**config.mk**
```make
export PLATFORM = sky130hd
export DESIGN_NAME = ddo_ctrl
export DESIGN_NICKNAME = d
export VERILOG_FILES = /design/src/rtl/core/diff_drive_odometry_defines.svh /design/src/rtl/core/ddo_pkg.sv /design/src/rtl/core/ddo_ctrl.sv
export SDC_FILE = /design/constraint.sdc
export NUM_CORES = 1
export LEC_CHECK = 0
export BUFFER_PORTS_ARGS = -buffer_cell sky130_fd_sc_hd__buf_4
export CORE_AREA = 10 10 47 49
export CTS_CLUSTER_DIAMETER = 150
export DETAILED_ROUTE_END_ITERATION = 6
export DIE_AREA = 0 0 57 59
export GPL_ROUTABILITY_DRIVEN = 0
export PLACE_DENSITY = 0.69
export SYNTH_ARGS = -nofsm -noshare
export SYNTH_HDL_FRONTEND = slang
export SYNTH_SLANG_ARGS = --single-unit
export TNS_END_PERCENT = 10
```
**constraint.sdc**
```tcl
create_clock -name clock -period 1.4 [get_ports clock]
set_input_delay 0.28 -clock clock [delete_from_list [all_inputs] [get_ports clock]]
set_output_delay 0.28 -clock clock [all_outputs]
set_load 0.01 [all_outputs]
```
**src/rtl/core/diff_drive_odometry_defines.svh**
```systemverilog
// Assertion macros for the odometry block
`ifndef DIFF_DRIVE_ODOMETRY_DEFINES_SVH
`define DIFF_DRIVE_ODOMETRY_DEFINES_SVH
`ifndef SYNTHESIS
`define DDO_ASSERT_IMPL(label, clk, rst, ante, cons) \
   label: assert property (@(posedge clk) disable iff (rst) (ante) |-> (cons)) \
      else $error("assertion failed");
`define DDO_ASSERT_NEXT(label, clk, rst, ante, cons) \
   label: assert property (@(posedge clk) disable iff (rst) (ante) |=> (cons)) \
      else $error("assertion failed");
`else
`define DDO_ASSERT_IMPL(label, clk, rst, ante, cons)
`define DDO_ASSERT_NEXT(label, clk, rst, ante, cons)
`endif
`endif

```
**src/rtl/core/ddo_pkg.sv**
```systemverilog
package ddo_pkg;
   localparam int TrigFracBits = 15;
   localparam int CordicSteps = 30;
   localparam int StepBits = 5;
   localparam logic [31:0] CordicGainQ30 = 32'd652032874;
   localparam logic [31:0] TurnGainReset = 32'd55997;
   localparam logic [31:0] RateGainReset = 32'd40960;

   localparam logic CSR_TURN_GAIN = 1'b0;
   localparam logic CSR_RATE_GAIN = 1'b1;

   typedef enum logic [3:0] {
      ST_IDLE, ST_CORDIC, ST_TRIG, ST_MUL_SC, ST_MUL_SS, ST_MUL_XT, ST_MUL_YT,
      ST_MUL_MT, ST_MUL_DG, ST_MUL_RG, ST_UPDATE, ST_OUT
   } state_type;

   typedef enum logic [3:0] {
      OP_NONE, OP_LOAD, OP_CORDIC, OP_TRIG, OP_MUL_SC, OP_MUL_SS, OP_MUL_XT,
      OP_MUL_YT, OP_MUL_MT, OP_MUL_DG, OP_MUL_RG, OP_UPDATE
   } op_type;

   typedef struct packed {
      op_type op;
      logic [StepBits-1:0] step;
   } cmd_type;

   function automatic logic [31:0] atan_lut(input logic [StepBits-1:0] i);
      logic [31:0] a;
      case (i)
         5'd0: a = 32'd536870912;  5'd1: a = 32'd316933406;
         5'd2: a = 32'd167458907;  5'd3: a = 32'd85004756;
         5'd4: a = 32'd42667331;   5'd5: a = 32'd21354465;
         5'd6: a = 32'd10679838;   5'd7: a = 32'd5340245;
         5'd8: a = 32'd2670163;    5'd9: a = 32'd1335087;
         5'd10: a = 32'd667544;    5'd11: a = 32'd333772;
         5'd12: a = 32'd166886;    5'd13: a = 32'd83443;
         5'd14: a = 32'd41722;     5'd15: a = 32'd20861;
         5'd16: a = 32'd10430;     5'd17: a = 32'd5215;
         5'd18: a = 32'd2608;      5'd19: a = 32'd1304;
         5'd20: a = 32'd652;       5'd21: a = 32'd326;
         5'd22: a = 32'd163;       5'd23: a = 32'd81;
         5'd24: a = 32'd41;        5'd25: a = 32'd20;
         5'd26: a = 32'd10;        5'd27: a = 32'd5;
         5'd28: a = 32'd3;         5'd29: a = 32'd1;
         default: a = 32'd0;
      endcase
      return a;
   endfunction
endpackage

```
**src/rtl/core/ddo_ctrl.sv**
```systemverilog
module ddo_ctrl (
   input  logic clock,
   input  logic reset,
   input  logic req_fire,
   input  logic rsp_fire,
   output logic busy,
   output logic rsp_valid,
   output ddo_pkg::cmd_type cmd
);
   ddo_pkg::state_type state_ff, state_in;
   logic [ddo_pkg::StepBits-1:0] step_ff, step_in;

   always_ff @(posedge clock) begin
      if (reset) begin
         state_ff <= ddo_pkg::ST_IDLE;
         step_ff <= '0;
      end else begin
         state_ff <= state_in;
         step_ff <= step_in;
      end
   end

   always_comb begin
      state_in = state_ff;
      step_in = step_ff;
      cmd.op = ddo_pkg::OP_NONE;
      cmd.step = step_ff;
      busy = 1'b1;
      rsp_valid = 1'b0;
      case (state_ff)
         ddo_pkg::ST_IDLE: begin
            busy = 1'b0;
            if (req_fire) begin
               cmd.op = ddo_pkg::OP_LOAD;
               step_in = '0;
               state_in = ddo_pkg::ST_CORDIC;
            end
         end
         ddo_pkg::ST_CORDIC: begin
            cmd.op = ddo_pkg::OP_CORDIC;
            step_in = step_ff + 1'b1;
            if (step_ff == ddo_pkg::StepBits'(ddo_pkg::CordicSteps - 1))
               state_in = ddo_pkg::ST_TRIG;
         end
         ddo_pkg::ST_TRIG: begin
            cmd.op = ddo_pkg::OP_TRIG; state_in = ddo_pkg::ST_MUL_SC;
         end
         ddo_pkg::ST_MUL_SC: begin
            cmd.op = ddo_pkg::OP_MUL_SC; state_in = ddo_pkg::ST_MUL_SS;
         end
         ddo_pkg::ST_MUL_SS: begin
            cmd.op = ddo_pkg::OP_MUL_SS; state_in = ddo_pkg::ST_MUL_XT;
         end
         ddo_pkg::ST_MUL_XT: begin
            cmd.op = ddo_pkg::OP_MUL_XT; state_in = ddo_pkg::ST_MUL_YT;
         end
         ddo_pkg::ST_MUL_YT: begin
            cmd.op = ddo_pkg::OP_MUL_YT; state_in = ddo_pkg::ST_MUL_MT;
         end
         ddo_pkg::ST_MUL_MT: begin
            cmd.op = ddo_pkg::OP_MUL_MT; state_in = ddo_pkg::ST_MUL_DG;
         end
         ddo_pkg::ST_MUL_DG: begin
            cmd.op = ddo_pkg::OP_MUL_DG; state_in = ddo_pkg::ST_MUL_RG;
         end
         ddo_pkg::ST_MUL_RG: begin
            cmd.op = ddo_pkg::OP_MUL_RG; state_in = ddo_pkg::ST_UPDATE;
         end
         ddo_pkg::ST_UPDATE: begin
            cmd.op = ddo_pkg::OP_UPDATE; state_in = ddo_pkg::ST_OUT;
         end
         ddo_pkg::ST_OUT: begin
            rsp_valid = 1'b1;
            if (rsp_fire) state_in = ddo_pkg::ST_IDLE;
         end
         default: state_in = ddo_pkg::ST_IDLE;
      endcase
   end
endmodule

```
# Word level (Yosys, flattened, before mapping)
# Cells that the tools add are included.
# word_totals
output_inout_bits	11
word_cells	32
register_bits	9
in_bits	4
# op_classes
n_addsub	1
eq_ne	15
n_reduce_logical	4
mux	10
# op_table
op	count
$pmux W4 S12	1
$pmux W4 S11	1
$eq A4 B3 Y1 const B	4
$eq A4 B4 Y1 const B	4
$mux W4	3
$pmux W5 S2	1
$eq A4 B2 Y1 const B	2
$ne A2 B2 Y1 const B	3
$add A5 B1 Y5 const B	1
$eq A5 B5 Y1 const B	1
$mux W5	1
$eq A4 B1 Y1 const B	1
$logic_not A4 Y1	1
$mux W1	3
$reduce_and A3 Y1	1
$reduce_and A2 Y1	1
$reduce_bool A2 Y1	1

# Logic depth before layout (Yosys ltp)
# depth
depth_word	3
depth_mapped	5

# Worst setup path after synthesis
# Ideal clock, no wire load.
# synth_path
path_kind	reg2out
from	register state_ff[3]
to	output busy
slack_ns	-0.029
t_arrival_ns	1.149
n_path_buf	1
path_stages_with_launch	4
path_cell_list	dfxtp_1 > buf_2 > or3_1 > or2_2
# synth_via
elab_chain_len	2
# synth_lines
item	line	rtl
start, declared	ddo_ctrl.sv:10	ddo_pkg::state_type state_ff, state_in;
start signal, assigned	ddo_ctrl.sv:15	state_ff <= ddo_pkg::ST_IDLE;
start signal, assigned	ddo_ctrl.sv:18	state_ff <= state_in;
$logic_not A4 Y1	ddo_ctrl.sv:30	case (state_ff)
$mux W1	ddo_ctrl.sv:30	
end, declared	ddo_ctrl.sv:6	output logic busy,
# No other way between the ends.

# Worst setup path after layout
# layout_path
from	register state_ff[2]
to	output busy
# The elaborated chain is that of the path after synthesis.

==> flow_summary_export.csv <==
group,metric,value,unit
place,io_buffers,14,
floorplanning,start_util,40.4,%
timing,finalSetupViolCount,6,
outcome,failed_checks,"negative setup slack",
place,pre_cts_ws,0.0275,ns
worst_setup_path,crit_required,1.12,ns
timing,post-route-min-period,1.60,ns
clock_network,numCtsBuffers,3,
synthesis,avgSynthCellArea,8.57,um^2
flow_run,drv_cap,0,
clock_network,cts_tree,"built",
worst_setup_path,path_max_fanout,3,
global_route,grt_start_max_net_pins,12,
finish,final_common_cell,"buf_4",
synthesis,synth_nets,72,
detailed_routing,dr.pass1.iters,4,
timing,rsz0062_at_grt,"yes",
floorplanning,ios,15,
detailed_routing,vias,542,
global_route,antenna_found_initial,0,
detailed_routing,ant_nets,0,
floorplanning,die_w,57,um
timing,max_freq,0.623,GHz
power_and_ir_drop,p_per_area,931,mW/mm^2
finish,fin_nets,91,
timing,maxSlewHeadroom,80.9,%
clock_network,clock_latency,0.27,ns
finish,antenna_cells,0,
detailed_routing,drcViolationCount,0,
floorplanning,fp-row-count,14,
timing,setup_tns,-0.521,ns
floorplanning,die_h,59,um
clock_network,clkTransAtPathRegs,0.07,ns
power_and_ir_drop,peakVddDrop,0.000441,V
finish,area_growth,35.2,%
hold_path,hold_path.class,"input pin to flop",
detailed_routing,viasPerCell,5.42,
finish,drive_gt1_share,41.7,%
synthesis,ys_ff_latch,9,
finish,fillers,140,
finish,layout_common_cells,"buf_4, nand2b_1, dfxtp_1",
synthesis,netlist_area,566,um^2
detailed_routing,drt-total-wl,1520,um
synthesis,synthDistinctLibCells,32,
timing,drv_slew,0,
detailed_routing,drt_iter0_markers,11,
timing,max_slew.worst_pin.slew,0.285,ns
synthesis,synth_flop_cell,"dfxtp_1",
detailed_routing,wl_per_cell,15.2,um
clock_network,cts_sinks,9,
timing,timing.final.crit_share,115,%
global_route,grt_pass1_vias,575,
finish,final_util,54.6,%
clock_network,post-cts-setup-buffers,0,
place,place_hpwl,1100,um
worst_setup_path,start_kind,"flop",
synthesis,synth_top_area_share,31.9,%
timing,hold_ws,0.256,ns
floorplanning,die-area,0.00336,mm^2
power_and_ir_drop,p_leak,0.318,nW
timing,final_hold_viol_count,0,
global_route,overflow,0,
worst_setup_path,cp.arrival,1.32,ns
synthesis,yosys.area.top_type,"dfxtp_1",
synthesis,yosys-top-cells-area,"dfxtp_1, nand2b_1, a21oi_1",
clock_network,ctsHoldBuffers,0,
outcome,status,"finished, violations left",
timing,setup_ws,-0.204,ns
synthesis,synth-edff-count,0,
floorplanning,coreArea,0.00140,mm^2
clock_network,h-tree-depth,1,
worst_setup_path,endpoint_kind,"output port",
synthesis,seq_area_frac_synth,31.9,%
global_route,grt_pass1_wl,2580,um
global_route,grt_util_all_layers,9.38,%
clock_network,cts_root_buffer,"clkbuf_4",
synthesis,ys.warnings.count,0,
synthesis,syn_inst,66,
worst_setup_path,path_class,"flop to output port",
synthesis,async_reset_ff_share,0,%
timing,fin_skew,0.00597,ns
clock_network,cts_buffer_depth,2,
## stage by stage
step / total power [mW] / std cells / cell area, um^2
after floorplan: 0.404 / 66 / 573
after global placement: 0.478 / 96 / 703
after detailed placement: 0.482 / 96 / 703
after CTS: 0.702 / 100 / 746
after global routing: 0.748 / 100 / 764
final: 0.712 / 100 / 764
## final cells by class
class                      count  area (um^2)  area share [%]
multi-input combinational     47          353            46.2
tap                           16         20.0            2.62
sequential                     9          185            24.2
timing repair buffer          21          169            22.1
clock buffer                   4         26.3            3.44
inverter                       3         11.3            1.47
## path summary, 6_finish.rpt
kind | depth (start not counted) | slack, ns | start | to
hold / removal | 2 | 0.26 | reset | state_ff[0]
setup reg to reg | 4 | 0.07 | state_ff[2] | step_ff[3]
setup / recovery | 3 | -0.20 | state_ff[2] | busy
hold reg to reg | 2 | 0.53 | step_ff[1] | step_ff[1]
## repair_timing
action	4_1_cts	5_1_grt
gates resized for setup	7	5
gates cloned	0	0
setup endpoints to repair	6	9
pin swaps	2	0
## power by group
part / internal (mW) / switching, mW / total, mW
clock network: 0.110 / 0.103 / 0.213
logic: 0.113 / 0.0962 / 0.209
registers: 0.270 / 0.0200 / 0.290
total: 0.493 / 0.219 / 0.712
## critical path, cell delays in order, from the launching register on
cell,delay (ns)
dfxtp_1,0.31
or3_4,0.39
or2_4,0.24
buf_6,0.12
## metal layers
layer,global-route usage [%],wire (um),up-vias
li1,-,-,276
met1,9.51,644,252
met2,15.5,729,12
met3,4.72,131,2
met4,5.03,12,0
met5,0,0,-
## cells in the mapped netlist (2+ instances only)
library cell	number
a21oi_1	5
a311oi_1	2
a31oi_1	2
a41oi_1	2
buf_2	2
buf_4	3
dfxtp_1	9
ha_1	2
inv_1	3
nand2_1	4
nand2b_1	5
nand3_1	2
nor2_1	3
nor2b_1	2
o21ai_0	3
## registers in the layout, indices dropped and copies added, names as in the netlist
| signal | count |
|---|---|
| state_ff | 4 |
| step_ff | 5 |
## cell families (layout without fill, tap and decap cells)
logic type	Yosys count	count (layout)	synth area share, %
buffers and inverters	10	28	10.4
flip-flops	9	9	31.9
XOR/XNOR	2	2	3.10
adder cells (fa/ha/maj)	2	2	4.42
AO/OA/AOI/OAI	18	18	21.0
AND/OR/NAND/NOR	25	25	29.2
(Power assumes the default switching activity.)
